--- src/design/mbet_pkg.sv ---
package mbet_pkg;

    localparam int CFG_ADDR_W = 4;

    typedef struct packed {
        logic [9:0] pixel_col;
        logic [9:0] pixel_row;
    } t_pixel;

    typedef struct packed {
        logic [15:0] iter_count;
        logic        in_set;
    } t_result;

    typedef struct packed {
        logic signed [31:0] center_real;
        logic signed [31:0] center_imag;
        logic        [30:0] pixel_step;
        logic        [15:0] iteration_limit;
    } t_cfg;

    typedef struct packed {
        logic load_pixel;
        logic map_mul;
        logic map_sum;
        logic iter_mul;
        logic iter_upd;
        logic load_out;
    } t_cmd;

    typedef struct packed {
        logic at_limit;
        logic in_radius;
    } t_status;

endpackage

--- src/design/mbet_cfg.sv ---
module mbet_cfg (
    input  logic                           i_clk,
    input  logic                           i_rst_n,
    input  logic                           psel,
    input  logic                           penable,
    input  logic                           pwrite,
    input  logic [mbet_pkg::CFG_ADDR_W-1:0] paddr,
    input  logic [31:0]                    pwdata,
    output logic [31:0]                    prdata,
    output logic                           pready,
    output mbet_pkg::t_cfg                 o_cfg
);
    import mbet_pkg::*;

    localparam logic [1:0] REG_CENTER_REAL = 2'd0;
    localparam logic [1:0] REG_CENTER_IMAG = 2'd1;
    localparam logic [1:0] REG_PIXEL_STEP  = 2'd2;
    localparam logic [1:0] REG_ITER_LIMIT  = 2'd3;

    localparam logic signed [31:0] RST_CENTER_REAL = -32'sd134217728;
    localparam logic signed [31:0] RST_CENTER_IMAG = 32'sd0;
    localparam logic [30:0]        RST_PIXEL_STEP  = 31'd1342177;
    localparam logic [15:0]        RST_ITER_LIMIT  = 16'd1000;

    t_cfg       r_cfg;
    logic       wr_en;
    logic [1:0] reg_idx;

    assign reg_idx = paddr[3:2];
    assign wr_en   = psel & penable & pwrite;
    assign pready  = 1'b1;
    assign o_cfg   = r_cfg;

    always_ff @(posedge i_clk) begin
        if (!i_rst_n) begin
            r_cfg.center_real     <= RST_CENTER_REAL;
            r_cfg.center_imag     <= RST_CENTER_IMAG;
            r_cfg.pixel_step      <= RST_PIXEL_STEP;
            r_cfg.iteration_limit <= RST_ITER_LIMIT;
        end else if (wr_en) begin
            case (reg_idx)
                REG_CENTER_REAL: r_cfg.center_real     <= $signed(pwdata);
                REG_CENTER_IMAG: r_cfg.center_imag     <= $signed(pwdata);
                REG_PIXEL_STEP:  r_cfg.pixel_step      <= pwdata[30:0];
                REG_ITER_LIMIT:  r_cfg.iteration_limit <= pwdata[15:0];
                default: ;
            endcase
        end
    end

    always_comb begin
        case (reg_idx)
            REG_CENTER_REAL: prdata = r_cfg.center_real;
            REG_CENTER_IMAG: prdata = r_cfg.center_imag;
            REG_PIXEL_STEP:  prdata = {1'b0, r_cfg.pixel_step};
            REG_ITER_LIMIT:  prdata = {16'd0, r_cfg.iteration_limit};
            default:         prdata = 32'd0;
        endcase
    end

endmodule

--- config.mk ---
export PLATFORM = sky130hd
export DESIGN_NAME = mbet_cfg
export DESIGN_NICKNAME = d
export VERILOG_FILES = /design/src/design/mbet_pkg.sv /design/src/design/mbet_cfg.sv
export SDC_FILE = /design/constraint.sdc
export NUM_CORES = 1
export LEC_CHECK = 0
export BUFFER_PORTS_ARGS = -buffer_cell sky130_fd_sc_hd__buf_2
export CAP_MARGIN = 20
export CORE_MARGIN = 2
export CORE_UTILIZATION = 40
export DETAILED_ROUTE_END_ITERATION = 10
export PLACE_DENSITY = 0.75
export SYNTH_ARGS = -nofsm -noshare
export SYNTH_HDL_FRONTEND = slang
export SYNTH_SLANG_ARGS = --single-unit
--- constraint.sdc ---
create_clock -name i_clk -period 2.8 [get_ports i_clk]
set_input_delay 0.28 -clock i_clk [delete_from_list [all_inputs] [get_ports i_clk]]
set_output_delay 0.28 -clock i_clk [all_outputs]
set_load 0.01 [all_outputs]
==> out/qor.txt <==
status = completed
Worst Hold Class = in2reg
sequential power share = 50.2%
clk root buf = clkbuf_16
# Max-Cap Violations = 0
CTS tree = built
PortBufs = 181
switch share = 24.9%
CTS H-tree lvls = 3
Final Non-Filler Cells = 815
Net Count, Synth = 542
fin crit share = 70.6%
pin slew with the least headroom to its limit = 0.693 ns
Via density = 5.22
Final Slew Violations = 0
internal reg-to-reg setup slack = 2.11 ns
Synth Area in Compound Gates = 4.81%
# Post-CTS Setup Buffers = 0
Clock Path Buffers = 2
post-DP HPWL = 9450 microns
Layout area overhead = 25.3%
pwr/cell area = 521 nW/um^2
Remaining Overflow, GRT = 0
r2r endpoint = o_cfg[67]$_SDFFE_PN0P_
Lkg Pwr = 0.00305 uW
largest family of logic cells by synthesized area = multiplexers
drt total wl = 13300 microns
WP data required = 2.52 ns
core area = 12000 sq um
first-pass GRT wire length = 21000 microns
r2r startpoint = o_cfg[67]$_SDFFE_PN0P_
Critical Path End Type = output port
Pre-Repair DR Iteration Count = 4
internal power = 2420 uW
top cells by instance count after synthesis = 137 x nand2_1, 111 x dfxtp_1, 110 x mux2i_1
Place WS = 0.751 ns
FFs w/ async S/R, synth = 0%
full die area = 13300 sq um
Tot Pwr = 3220 uW
Yosys cell types = 23
Rows = 40
Seq cells post-synth = 111
max FFs per register = 111
vias in the first global route = 4090
Primary FF master, synth = dfxtp_1
fin crit period = 1.98 ns
synth top area cells = dfxtp_1 45%, mux2i_1 22%, nand2_1 10%
via count = 4257
Slew headroom = 53.8%
layout cells sized above 1 = 34.4%
WL per Instance = 16.3 microns
initial DRC count = 226
Net Sw Power = 802 uW
Cell Area, Placed = 5890 sq um
combinational fraction of design power = 8.9%
R2R depth = 2
simple-gate share of the synthesized area = 14.1%
Data arrival, critical path = 1.70 ns
Die Y = 115 microns
Clk pin slew, worst setup/hold paths = 0.07 ns
hold_buf cts = 0
mapped cell area = 4940 sq um
Post-synth EDFFs = 0
crit start category = input port
DRC viols = 0
final setup fails = 0
# diodes = 0
Worst Setup EP = prdata[17]
Post-Synth XOR/XNOR Area = 0%
most common cell in the netlist = nand2_1
CTS Buf Count = 9
Layout Skew = 0 ns
Inst Count DP = 799
Synth Warn # = 0
global-route total usage across every layer = 20.0%
setup TNS = 0 ns
Placer Congestion = 0.766
num ports = 185
Sink Count = 111
remaining antenna violation count = 0
count of final hold-check violations = 0
setup ws final = 0.824 ns
RSZ-0062 raised after global routing = false
nets = 704
Synth area leader = dfxtp_1
worst-path fanout max = 19
worst vdd ir = 0.000236 V
largest net degree at the start of global routing = 68
Finished Cell Area = 6190 sq um
initial antenna violation count = 0
Die Wd = 115 microns
fillers = 1107
critical setup path kind = in2out
Cells after Synth = 501
worst setup path startpoint = paddr[3]
clock power share = 40.9%
fmax = 0.506 GHz
worst skew pair latency = 0.34 ns
Synth top area share = 45.0%
average size of a mapped cell = 9.86 sq um
post-synthesis mux area share = 29.6%
Initial Utilization = 41.1%
Seq/Total Area, Yosys = 45.0%
post-CTS sizing = 0
Post-Synth Adder-Cell Area = 0%
area by class of cell:
type                    count  area (sq um)  area share (%)
well taps                 147           184            2.97
clock buffers               9           225            3.64
clock inverters             7          80.1            1.29
flip-flops and latches    111          2220            35.9
multi-input cells         331          2410            38.9
inverters                  17          63.8            1.03
repair buffers            193          1010            16.3
per-layer routing:
metal	part of all wire [%]	track usage (%)
met1	44	25.6
met5	0	0
met3	6.6	5.22
met2	48	33.9
met4	1.2	5.06
placed cells by master (no fill, tap or decap):
cell type / n
o21ai_0: 21
nor2b_4: 1
and3_1: 1
buf_4: 12
nor3_4: 1
o211ai_2: 1
nand3b_1: 1
conb_1: 1
nand3_2: 1
buf_2: 180
clkinvlp_4: 2
nand3_1: 12
dfxtp_1: 111
and2_4: 1
nor2b_1: 10
o211ai_1: 16
buf_12: 1
clkinv_4: 2
mux4_2: 16
clkbuf_16: 9
nor2_1: 1
nand2_1: 137
bufinv_16: 1
inv_1: 17
inv_6: 2
mux2i_1: 110
power by group through the flow:
stage	Clock [uW]	Sequential, uW	Combinational [uW]
after floorplan	0	1660	174
after global placement	0	1650	283
after detailed placement	0	1650	290
after CTS	1340	1620	291
after global routing	1410	1620	314
final	1320	1620	288
through the flow:
step	utilization (%)	hold slack (ns)
2_1_floorplan	-	0.419
3_3_place_gp	49.0	0.450
3_5_place_dp	49.0	0.461
4_1_cts	51.6	0.179
5_1_grt	51.6	0.201
6_report	51.6	0.185
logic make-up (layout without fill, tap and decap cells):
family	after synthesis	in the layout
AND/OR/NAND/NOR	166	166
multiplexers	126	126
flip-flops	111	111
buffers and inverters	59	226
AO/OA/AOI/OAI	38	38
other	1	1
worst max-delay path, cell delays in order:
cell and delay (ns):
buf_2 0.37, nor2b_4 0.38, buf_4 0.33, nand2_1 0.08, o21ai_0 0.08, buf_2 0.16
how the worst min path moves through the flow:
| stage | from | endpoint | slack (ns) | cells after the start |
|---|---|---|---|---|
| 4_1_cts | pwdata[31] | o_cfg[78]$_SDFFE_PN0P_ | 0.18 | 3 |
| 2_1_floorplan | pwdata[31] | o_cfg[78]$_SDFFE_PN0P_ | 0.42 | 2 |
| 3_5_place_dp | o_cfg[18]$_SDFFE_PN0P_ | o_cfg[18]$_SDFFE_PN0P_ | 0.46 | 2 |
| 5_1_grt | pwdata[31] | o_cfg[78]$_SDFFE_PN0P_ | 0.20 | 3 |
| 3_3_place_gp | o_cfg[87]$_SDFFE_PN0P_ | o_cfg[87]$_SDFFE_PN0P_ | 0.45 | 2 |
| 6_report | pwdata[31] | o_cfg[78]$_SDFFE_PN0P_ | 0.18 | 3 |
Note: power is estimated with default switching activity, not from simulation.
