### config.mk
export PLATFORM = sky130hd
export DESIGN_NAME = mbet_ctrl
export DESIGN_NICKNAME = d
export VERILOG_FILES = /design/src/design/mbet_pkg.sv /design/src/design/mbet_ctrl.sv
export SDC_FILE = /design/constraint.sdc
export NUM_CORES = 1
export LEC_CHECK = 0
export BUFFER_PORTS_ARGS = -buffer_cell sky130_fd_sc_hd__buf_2
export CAP_MARGIN = 0
export CORE_AREA = 2 2 39 41
export CTS_BUF_LIST = sky130_fd_sc_hd__clkbuf_4 sky130_fd_sc_hd__clkbuf_8
export CTS_CLUSTER_DIAMETER = 50
export DETAILED_ROUTE_END_ITERATION = 10
export DIE_AREA = 0 0 41 43
export HOLD_SLACK_MARGIN = 0.08
export PLACE_DENSITY = 0.51
export SYNTH_ARGS = -nofsm -noshare
export SYNTH_HDL_FRONTEND = slang
export SYNTH_SLANG_ARGS = --single-unit
export TNS_END_PERCENT = 30
### constraint.sdc
create_clock -name i_clk -period 1.6 [get_ports i_clk]
set_clock_uncertainty 0.2 [all_clocks]
set_input_delay 0.08 -clock i_clk [delete_from_list [all_inputs] [get_ports i_clk]]
set_output_delay 0.08 -clock i_clk [all_outputs]
set_load 0.005 [all_outputs]
### src/design/mbet_pkg.sv
package mbet_pkg;

    localparam int CFG_ADDR_W = 4;

    typedef struct packed {
        logic [9:0] pixel_col;
        logic [9:0] pixel_row;
    } t_pixel;

    typedef struct packed {
        logic [15:0] iter_count;
        logic        in_set;
    } t_result;

    typedef struct packed {
        logic signed [31:0] center_real;
        logic signed [31:0] center_imag;
        logic        [30:0] pixel_step;
        logic        [15:0] iteration_limit;
    } t_cfg;

    typedef struct packed {
        logic load_pixel;
        logic map_mul;
        logic map_sum;
        logic iter_mul;
        logic iter_upd;
        logic load_out;
    } t_cmd;

    typedef struct packed {
        logic at_limit;
        logic in_radius;
    } t_status;

endpackage

### src/design/mbet_ctrl.sv
module mbet_ctrl (
    input  logic              i_clk,
    input  logic              i_rst_n,
    input  logic              i_pixel_valid,
    output logic              o_pixel_ready,
    output logic              o_result_valid,
    input  logic              i_result_ready,
    input  mbet_pkg::t_status i_status,
    output mbet_pkg::t_cmd    o_cmd
);
    import mbet_pkg::*;

    typedef enum logic [2:0] {
        ST_IDLE,
        ST_MAP_MUL,
        ST_MAP_SUM,
        ST_ITER_MUL,
        ST_ITER_TEST,
        ST_FINISH
    } t_state;

    t_state r_state, n_state;
    logic   r_out_valid, n_out_valid;
    logic   out_free;

    assign out_free       = !r_out_valid || i_result_ready;
    assign o_pixel_ready  = (r_state == ST_IDLE);
    assign o_result_valid = r_out_valid;

    always_comb begin
        n_state     = r_state;
        n_out_valid = r_out_valid && !i_result_ready;
        o_cmd       = '0;
        case (r_state)
            ST_IDLE: begin
                if (i_pixel_valid) begin
                    o_cmd.load_pixel = 1'b1;
                    n_state          = ST_MAP_MUL;
                end
            end
            ST_MAP_MUL: begin
                o_cmd.map_mul = 1'b1;
                n_state       = ST_MAP_SUM;
            end
            ST_MAP_SUM: begin
                o_cmd.map_sum = 1'b1;
                n_state       = ST_ITER_MUL;
            end
            ST_ITER_MUL: begin
                o_cmd.iter_mul = 1'b1;
                n_state        = ST_ITER_TEST;
            end
            ST_ITER_TEST: begin
                if (i_status.at_limit || !i_status.in_radius) begin
                    n_state = ST_FINISH;
                end else begin
                    o_cmd.iter_upd = 1'b1;
                    n_state        = ST_ITER_MUL;
                end
            end
            ST_FINISH: begin
                if (out_free) begin
                    o_cmd.load_out = 1'b1;
                    n_out_valid    = 1'b1;
                    n_state        = ST_IDLE;
                end
            end
            default: begin
                n_state = ST_IDLE;
            end
        endcase
    end

    always_ff @(posedge i_clk) begin
        if (!i_rst_n) begin
            r_state     <= ST_IDLE;
            r_out_valid <= 1'b0;
        end else begin
            r_state     <= n_state;
            r_out_valid <= n_out_valid;
        end
    end

endmodule
==> results.sh, run 1 <==
export IMPL_power_leakage_uw=0.000174
export IMPL_io_pins=14
export IMPL_cts_setup_buffers=0
export IMPL_postCtsResizedCells=0
export IMPL_drt_iter0_markers=5
export IMPL_drcViolationCount=0
export IMPL_numPortBuffers=13
export IMPL_slew_viol_final=0
export IMPL_synth_simple_area_share_pct=39.4
export IMPL_cp_required_ps=1320
export IMPL_synth_compound_area_share_pct=21.1
export IMPL_crit_family="buffers and inverters"
export IMPL_fp_dieW_um=41
export IMPL_cts_buffers_inserted=3
export IMPL_clockRootBuffer="clkbuf_4"
export IMPL_yosysWarningCount=0
export IMPL_initial_core_util_pct=16.3
export IMPL_synth_xor_area_share_pct=0
export IMPL_cp_slowest_cell="dlygate4sd3_1"
export IMPL_worstHoldStart="r_state[2]"
export IMPL_synthArstFlopShare_pct=0
export IMPL_drive_gt1_share_pct=34.0
export IMPL_synth_seq_area_share_pct=35.6
export IMPL_ir_worst_vdd_uv=226
export IMPL_critPathBufInv=3
export IMPL_cts_clk_slew_worst_paths_ps=40
export IMPL_rsz0062_at_grt="no"
export IMPL_overflow=0
export IMPL_grt_use_total_pct=7.96
export IMPL_grt_max_degree=12
export IMPL_area_delta_synth_final_pct=67.8
export IMPL_critical_path_max_stage_delay_ps=530
export IMPL_slew_headroom_pct=73.8
export IMPL_antenna_cells=0
export IMPL_cp_max_fo=2
export IMPL_wl_um=584
export IMPL_synthAdderAreaFrac_pct=0
export IMPL_synth_top_area_share_pct=35.6
export IMPL_synthMuxAreaShare_pct=0
export IMPL_via_count=277
export IMPL_synthesis_nets=36
export IMPL_tightest_slew_ps=387
export IMPL_synth_top_family_by_area="simple AND/OR/NAND/NOR gates"
export IMPL_start_kind="primary input"
export IMPL_fin_setup_tns_ps=0
export IMPL_synth_ff_type="dfxtp_1"
export IMPL_hold_viol_final=0
export IMPL_timing_rr_start="r_state[0]"
export IMPL_cellPowerDensity_nw_per_um2=906
export IMPL_yosysUniqueCellTypes=17
export IMPL_status="finished, final reports clean"
export IMPL_syn_area_per_cell_um2=7.51
export IMPL_firstDrtPassIters=4
export IMPL_die_y_um=43
export IMPL_wire_per_inst_um=8.85
export IMPL_synth_area_top_cells="dfxtp_1 (36%), nand2_1 (6.7%), nor2_1 (6.7%)"
export IMPL_finalWorstSetupSlack_ps=99.5
export IMPL_synth_area_um2=225
export IMPL_fin_crit_sh_pct=93.8
export IMPL_hp_class="flip-flop to flip-flop"
export IMPL_die_area_um2=1760
export IMPL_grt_pass1_wl_um=924
export IMPL_ys_ff_latch=4
export IMPL_maxCapViolations=0
export IMPL_antenna_found_initial=0
export IMPL_final_util_pct=27.3
export IMPL_post_place_ws_ps=300
export IMPL_grt_pass1_vias=236
export IMPL_worstPathArrival_ps=1220
export IMPL_ctsHoldBuffers=5
export IMPL_ant_nets=0
export IMPL_rows=14
export IMPL_end_kind="output port"
export IMPL_cts_sinks=4
export IMPL_cts_tree="done"
export IMPL_path_cells="dlygate4sd3_1, buf_2, nand2b_1, nand2b_1, nor2_1, buf_2"
export IMPL_h_tree_depth=1
export IMPL_crit_start="i_status[1]"
export IMPL_insertion_delay_ps=230
export IMPL_clock_fmax_ghz=0.666
export IMPL_syn_inst=30
export IMPL_core_um2=1380
export IMPL_fin_nets=58
export IMPL_yosysTopAreaCell="dfxtp_1"
export IMPL_worstSetupPathType="primary input to output port"
export IMPL_setup_violations=0
export IMPL_globalplace_congestion=0.765
export IMPL_clk_path_buf_depth=2
export IMPL_layout_min_cycle_time_ps=1500
export IMPL_synth_enable_flop_cells=0
export IMPL_dp_hpwl_um=418
export IMPL_avgViaCountPerCell=4.20
Yosys cell counts (2+ instances only):
cell and count:
dfxtp_1 4, nand2_1 4, nor2_1 4, a21oi_1 2, nand2b_1 2, nor2b_1 2, nor3_1 2
path summary, 6_finish.rpt:
path | slack [ps] | to | cells past startpoint
worst min-delay path | 370 | r_state[0] | 2
worst max-delay path | 100 | o_cmd[1] | 6
worst max register to register | 290 | r_state[0] | 2
worst min register to register | 370 | r_state[0] | 2
per-stage QoR:
| stage | cell area [µm²] | total power, µW | hold slack [ps] | instances |
|---|---|---|---|---|
| 2_1_floorplan | 225 | 179 | -3.83 | 30 |
| 3_3_place_gp | 305 | 213 | 139 | 58 |
| 3_5_place_dp | 305 | 214 | 145 | 58 |
| 4_1_cts | 378 | 352 | 366 | 66 |
| 5_1_grt | 378 | 364 | 429 | 66 |
| 6_report | 378 | 342 | 371 | 66 |
routing by layer:
layer	up-vias	share of wire (%)	GRT usage (%)
li1	147	-	-
met1	119	49	11.4
met2	11	45	9.06
met3	0	5.8	1.57
met4	0	0	8.00
met5	-	0	0
worst reg2reg max path: cells and delay by family, from the launching register on:
family	cells	cell delay [ps]
AO/OA/AOI/OAI	2	580
flip-flops	1	400
layout by cell type (no fill, tap or decap), types with 2 or more instances in the layout:
master and instances:
a21oi_1 2, buf_2 13, clkbuf_4 3, dfxtp_1 4
dlygate4sd3_1 5, nand2_1 4, nand2b_1 2, nor2_1 4
nor2b_1 2, nor3_1 2
sequential cells by signal (all words and copies together) (netlist names):
signal / cells
r_state: 3
o_result_valid: 1
power by group:
part	total, µW	switching [µW]	internal [µW]
logic	88.4	37.3	51.1
registers	134	22.0	112
clock network	120	36.7	83.6
cell families after synthesis:
kind of cell / Yosys count
and+or+nand+nor: 17
DFF: 4
buffers and inverters: 2
AOI/OAI and AO/OA: 7
cell type report:
class	instances	area, µm²
clock buffers	3	22.5
fillers	152	1010
inverters	1	3.75
multi-input cells	24	136
flip-flops and latches	4	80.1
well taps	16	20.0
repair buffers	18	115
(Power assumes the default switching activity.)
==> run 2, diff against run 1 <==
- RECOVER_POWER: default -> 100
==> run 2 against run 1 <==
Against the previous run:
- global-route usage unchanged
- combinational power down 2%
- sequential cell count unchanged
- worst hold slack about the same
- first-iteration DRC count unchanged
- worst setup slack worse by 3.1 ps
- die area unchanged
- routed wire length down 0.34%
- largest cell class unchanged
- design area down 1.3%
- non-clock buffer count unchanged
- total power down 0.54%
- fmax down 0.20%
==> results.sh, run 2 (synthesis results as in run 1) <==
export IMPL_critPathBufInv=3
export IMPL_cts_clk_slew_worst_paths_ps=40
export IMPL_tightest_slew_ps=387
export IMPL_max_flop_register="r_state"
export IMPL_rsz0062_at_grt="no"
export IMPL_hold_viol_final=0
export IMPL_h_tree_depth=1
export IMPL_maxCapViolations=0
export IMPL_rows=14
export IMPL_largest_reg_flops=3
export IMPL_via_count=276
export IMPL_slew_viol_final=0
export IMPL_ant_nets=0
export IMPL_overflow=0
export IMPL_final_cell_mix="buf_2 (6), dlygate4sd3_1 (5)"
export IMPL_clockRootBuffer="clkbuf_4"
export IMPL_crit_path_frequent_cell="nand2b_1"
export IMPL_drive_gt1_share_pct=26.0
export IMPL_die_area_um2=1760
export IMPL_post_place_ws_ps=300
export IMPL_grt_max_degree=12
export IMPL_worstPathArrival_ps=1220
export IMPL_cp_required_ps=1320
export IMPL_clk_path_buf_depth=2
export IMPL_ir_worst_vdd_uv=225
export IMPL_hp_class="flip-flop to flip-flop"
export IMPL_num_fill_cells=152
export IMPL_cp_max_fo=2
export IMPL_cts_buffers_inserted=3
export IMPL_routed_wl_met3_um=36
export IMPL_globalplace_congestion=0.765
export IMPL_clock_fmax_ghz=0.665
export IMPL_initial_core_util_pct=16.3
export IMPL_fin_crit_sh_pct=94.0
export IMPL_setup_violations=0
export IMPL_postCtsResizedCells=0
export IMPL_grt_use_total_pct=7.96
export IMPL_cts_setup_buffers=0
export IMPL_cp_slowest_cell="dlygate4sd3_1"
export IMPL_wl_met1_um=288
export IMPL_drcViolationCount=0
export IMPL_cts_sinks=4
export IMPL_dp_hpwl_um=418
export IMPL_final_common_cell="buf_2"
export IMPL_status="finished, final reports clean"
export IMPL_avgViaCountPerCell=4.18
export IMPL_final_design_area_no_fill_um2=373
export IMPL_slew_headroom_pct=73.9
export IMPL_top_layer="met3"
export IMPL_core_um2=1380
export IMPL_ctsHoldBuffers=5
export IMPL_area_delta_synth_final_pct=65.6
export IMPL_critical_path_max_stage_delay_ps=530
export IMPL_drt_iter0_markers=5
export IMPL_insertion_delay_ps=230
export IMPL_place_area_um2=305
export IMPL_cts_tree="done"
export IMPL_layout_min_cycle_time_ps=1500
export IMPL_crit_family="buffers and inverters"
export IMPL_fin_setup_tns_ps=0
export IMPL_fp_dieW_um=41
export IMPL_power_leakage_uw=0.000155
export IMPL_start_kind="primary input"
export IMPL_wire_per_inst_um=8.82
export IMPL_finalWorstSetupSlack_ps=96.4
export IMPL_die_y_um=43
export IMPL_grt_pass1_vias=236
export IMPL_antenna_cells=0
export IMPL_worstSetupPathType="primary input to output port"
export IMPL_numPortBuffers=13
export IMPL_cellPowerDensity_nw_per_um2=913
export IMPL_wl_met2_um=257
export IMPL_firstDrtPassIters=4
export IMPL_io_pins=14
export IMPL_antenna_found_initial=0
export IMPL_fin_nets=58
export IMPL_path_cells="dlygate4sd3_1, buf_2, nand2b_1, nand2b_1, nor2_1, clkbuf_1"
export IMPL_end_kind="output port"
export IMPL_grt_pass1_wl_um=924
export IMPL_wl_um=582
==> run 2: cell count changes in the layout (fill, tap and decap cells not counted), sizes merged <==
cell	previous run	this run
clkbuf	3	10
buf	13	6
==> run 2: worst min-delay path: stages (launching register included) <==
cell	delay, ps
dfxtp_1	370
nand2_1	90
a221oi_1	60
==> run 2: worst paths after layout <==
check | cells after the start | endpoint | startpoint | slack, ps
max | 6 | o_cmd[1] | i_status[1] | 100
min | 2 | r_state[0] | r_state[2] | 370
max reg2reg | 2 | r_state[0] | r_state[0] | 290
min reg2reg | 2 | r_state[0] | r_state[2] | 370
==> run 2: per-stage QoR <==
stage | utilization [%] | hold WS (ps) | power (µW) | std cells
global placement | 22.1 | 139 | 213 | 58
detailed placement | 22.1 | 145 | 214 | 58
floorplan | - | -3.83 | 179 | 30
finish | 26.9 | 371 | 340 | 66
global route | 26.9 | 429 | 362 | 66
CTS | 27.3 | 366 | 352 | 66
==> run 2: layer usage <==
| metal | track usage (%) | vias up |
|---|---|---|
| li1 | - | 148 |
| met1 | 11.4 | 117 |
| met2 | 9.06 | 11 |
| met3 | 1.57 | 0 |
| met4 | 8.00 | 0 |
| met5 | 0 | - |
==> run 2: layout make-up <==
class                   count  area (µm²)  share of cell area [%]
inverters                   1        3.75                    1.01
clock buffers               3        22.5                    6.04
flip-flops and latches      4        80.1                    21.5
well taps                  16        20.0                    5.37
multi-input cells          24         136                    36.6
repair buffers             18         110                    29.5
==> run 2: power by group <==
group / internal, µW / total, µW / switching (µW)
logic: 48.5 / 86.8 / 38.4
registers: 112 / 134 / 22.0
clock network: 83.6 / 120 / 36.4
==> run 3, diff against run 2 <==
- clock period: 1.6 -> 1.8 ns (I/O delays scaled with it)
==> run 3 against run 2 <==
Against the previous run:
- clock power decreased by 11%
- sequential share of layout area is 0.15 points higher
- worst hold slack worse by 240 ps
- sequential cell count stayed put
- global-route usage decreased by 0.32 points
- worst setup slack got worse by 1.6 ps
- largest cell class unchanged
==> results.sh, run 3 (synthesis results as in run 1) <==
export IMPL_status="finished, final reports clean"
export IMPL_p_total_uw=304
export IMPL_drt_iter0_markers=14
export IMPL_tightest_slew_ps=396
export IMPL_grt_max_degree=12
export IMPL_worstPathArrival_ps=1680
export IMPL_ant_nets=0
export IMPL_io_pins=14
export IMPL_cellPowerDensity_nw_per_um2=822
export IMPL_overflow=0
export IMPL_finalWorstSetupSlack_ps=94.8
export IMPL_max_flop_register="r_state"
export IMPL_fin_crit_sh_pct=94.7
export IMPL_dp_cells=58
export IMPL_rows=14
export IMPL_fin_cells=66
export IMPL_avgViaCountPerCell=4.12
export IMPL_p_clk_share_pct=35.1
export IMPL_rsz0062_at_grt="no"
export IMPL_slew_headroom_pct=73.2
export IMPL_grt_use_total_pct=7.64
export IMPL_clockRootBuffer="clkbuf_4"
export IMPL_globalplace_congestion=0.766
export IMPL_dp_hpwl_um=405
export IMPL_end_kind="flip-flop"
export IMPL_postCtsResizedCells=0
export IMPL_insertion_delay_ps=230
export IMPL_core_um2=1380
export IMPL_post_place_ws_ps=496
export IMPL_setup_violations=0
export IMPL_drcViolationCount=0
export IMPL_initial_core_util_pct=16.3
export IMPL_start_kind="flip-flop"
export IMPL_pwr_share_seq_pct=39.1
export IMPL_clk_path_buf_depth=2
export IMPL_area_delta_synth_final_pct=64.4
export IMPL_die_area_um2=1760
export IMPL_clock_fmax_ghz=0.586
export IMPL_p_comb_share_pct=25.8
export IMPL_layout_min_cycle_time_ps=1710
export IMPL_cp_required_ps=1770
export IMPL_drive_gt1_share_pct=22.0
export IMPL_wl_um=588
export IMPL_p_int_uw=218
export IMPL_cts_setup_buffers=0
export IMPL_worstSetupPathType="flip-flop to flip-flop"
export IMPL_numPortBuffers=13
export IMPL_h_tree_depth=1
export IMPL_wire_per_inst_um=8.91
export IMPL_firstDrtPassIters=4
export IMPL_cts_clk_slew_worst_paths_ps=40
export IMPL_cts_buffers_inserted=3
export IMPL_fin_nets=58
export IMPL_final_cell_mix="buf_2 (6), clkbuf_1 (6), dlygate4sd3_1 (5)"
export IMPL_antenna_found_initial=0
export IMPL_hold_viol_final=0
export IMPL_num_fill_cells=152
export IMPL_cts_sinks=4
export IMPL_p_switching_uw=86.7
export IMPL_cts_tree="done"
export IMPL_slew_viol_final=0
export IMPL_ir_worst_vdd_uv=274
export IMPL_maxCapViolations=0
export IMPL_via_count=272
export IMPL_die_y_um=43
export IMPL_cp_max_fo=8
export IMPL_fin_setup_tns_ps=0
export IMPL_ctsHoldBuffers=5
export IMPL_hp_class="primary input to flip-flop"
export IMPL_antenna_cells=0
export IMPL_grt_pass1_vias=234
export IMPL_fp_dieW_um=41
export IMPL_largest_reg_flops=3
export IMPL_swShare_pct=28.5
export IMPL_power_leakage_uw=0.000150
export IMPL_grt_pass1_wl_um=903
-- run 3: per-layer routing --
metal	GRT usage [%]	up-vias	wire length, µm
met5	0	-	0
met4	8.00	0	0
met3	1.57	0	41
met2	9.06	13	271
met1	10.3	113	275
li1	-	146	-
-- run 3: stage by stage --
step | util (%) | instance area (µm²) | hold slack (ps)
3_3_place_gp | 22.1 | 305 | 148
3_5_place_dp | 22.1 | 305 | 150
2_1_floorplan | - | 225 | 6.17
5_1_grt | 26.8 | 370 | 178
4_1_cts | 27.3 | 378 | 127
6_report | 26.8 | 370 | 135
-- run 3: layout make-up --
class	count	area, µm²	share of cell area [%]
inverters	1	3.75	1.01
flip-flops and latches	4	80.1	21.6
multi-input cells	24	136	36.8
repair buffers	18	108	29.1
clock buffers	3	22.5	6.08
well taps	16	20.0	5.41
-- run 3: path summary, 6_finish.rpt --
| path | cells after the start | slack (ps) | startpoint | end |
|---|---|---|---|---|
| max | 4 | 90 | r_state[2] | r_state[1] |
| min | 4 | 140 | i_status[1] | r_state[2] |
| max reg2reg | 4 | 90 | r_state[2] | r_state[1] |
| min reg2reg | 2 | 380 | r_state[2] | r_state[0] |
-- run 3: power by group through the flow --
stage	Clock, µW	Sequential, µW	Combinational, µW
after global routing	113	121	87.2
final	107	119	78.5
after detailed placement	0	120	70.5
after floorplan	0	109	50.5
after CTS	114	119	82.3
after global placement	0	119	70.5
-- run 3: critical path: stages (launching register included) --
cell and delay [ps]:
dfxtp_1 450, and2b_4 220, nand2b_1 70, a31oi_1 160, dlygate4sd3_1 550
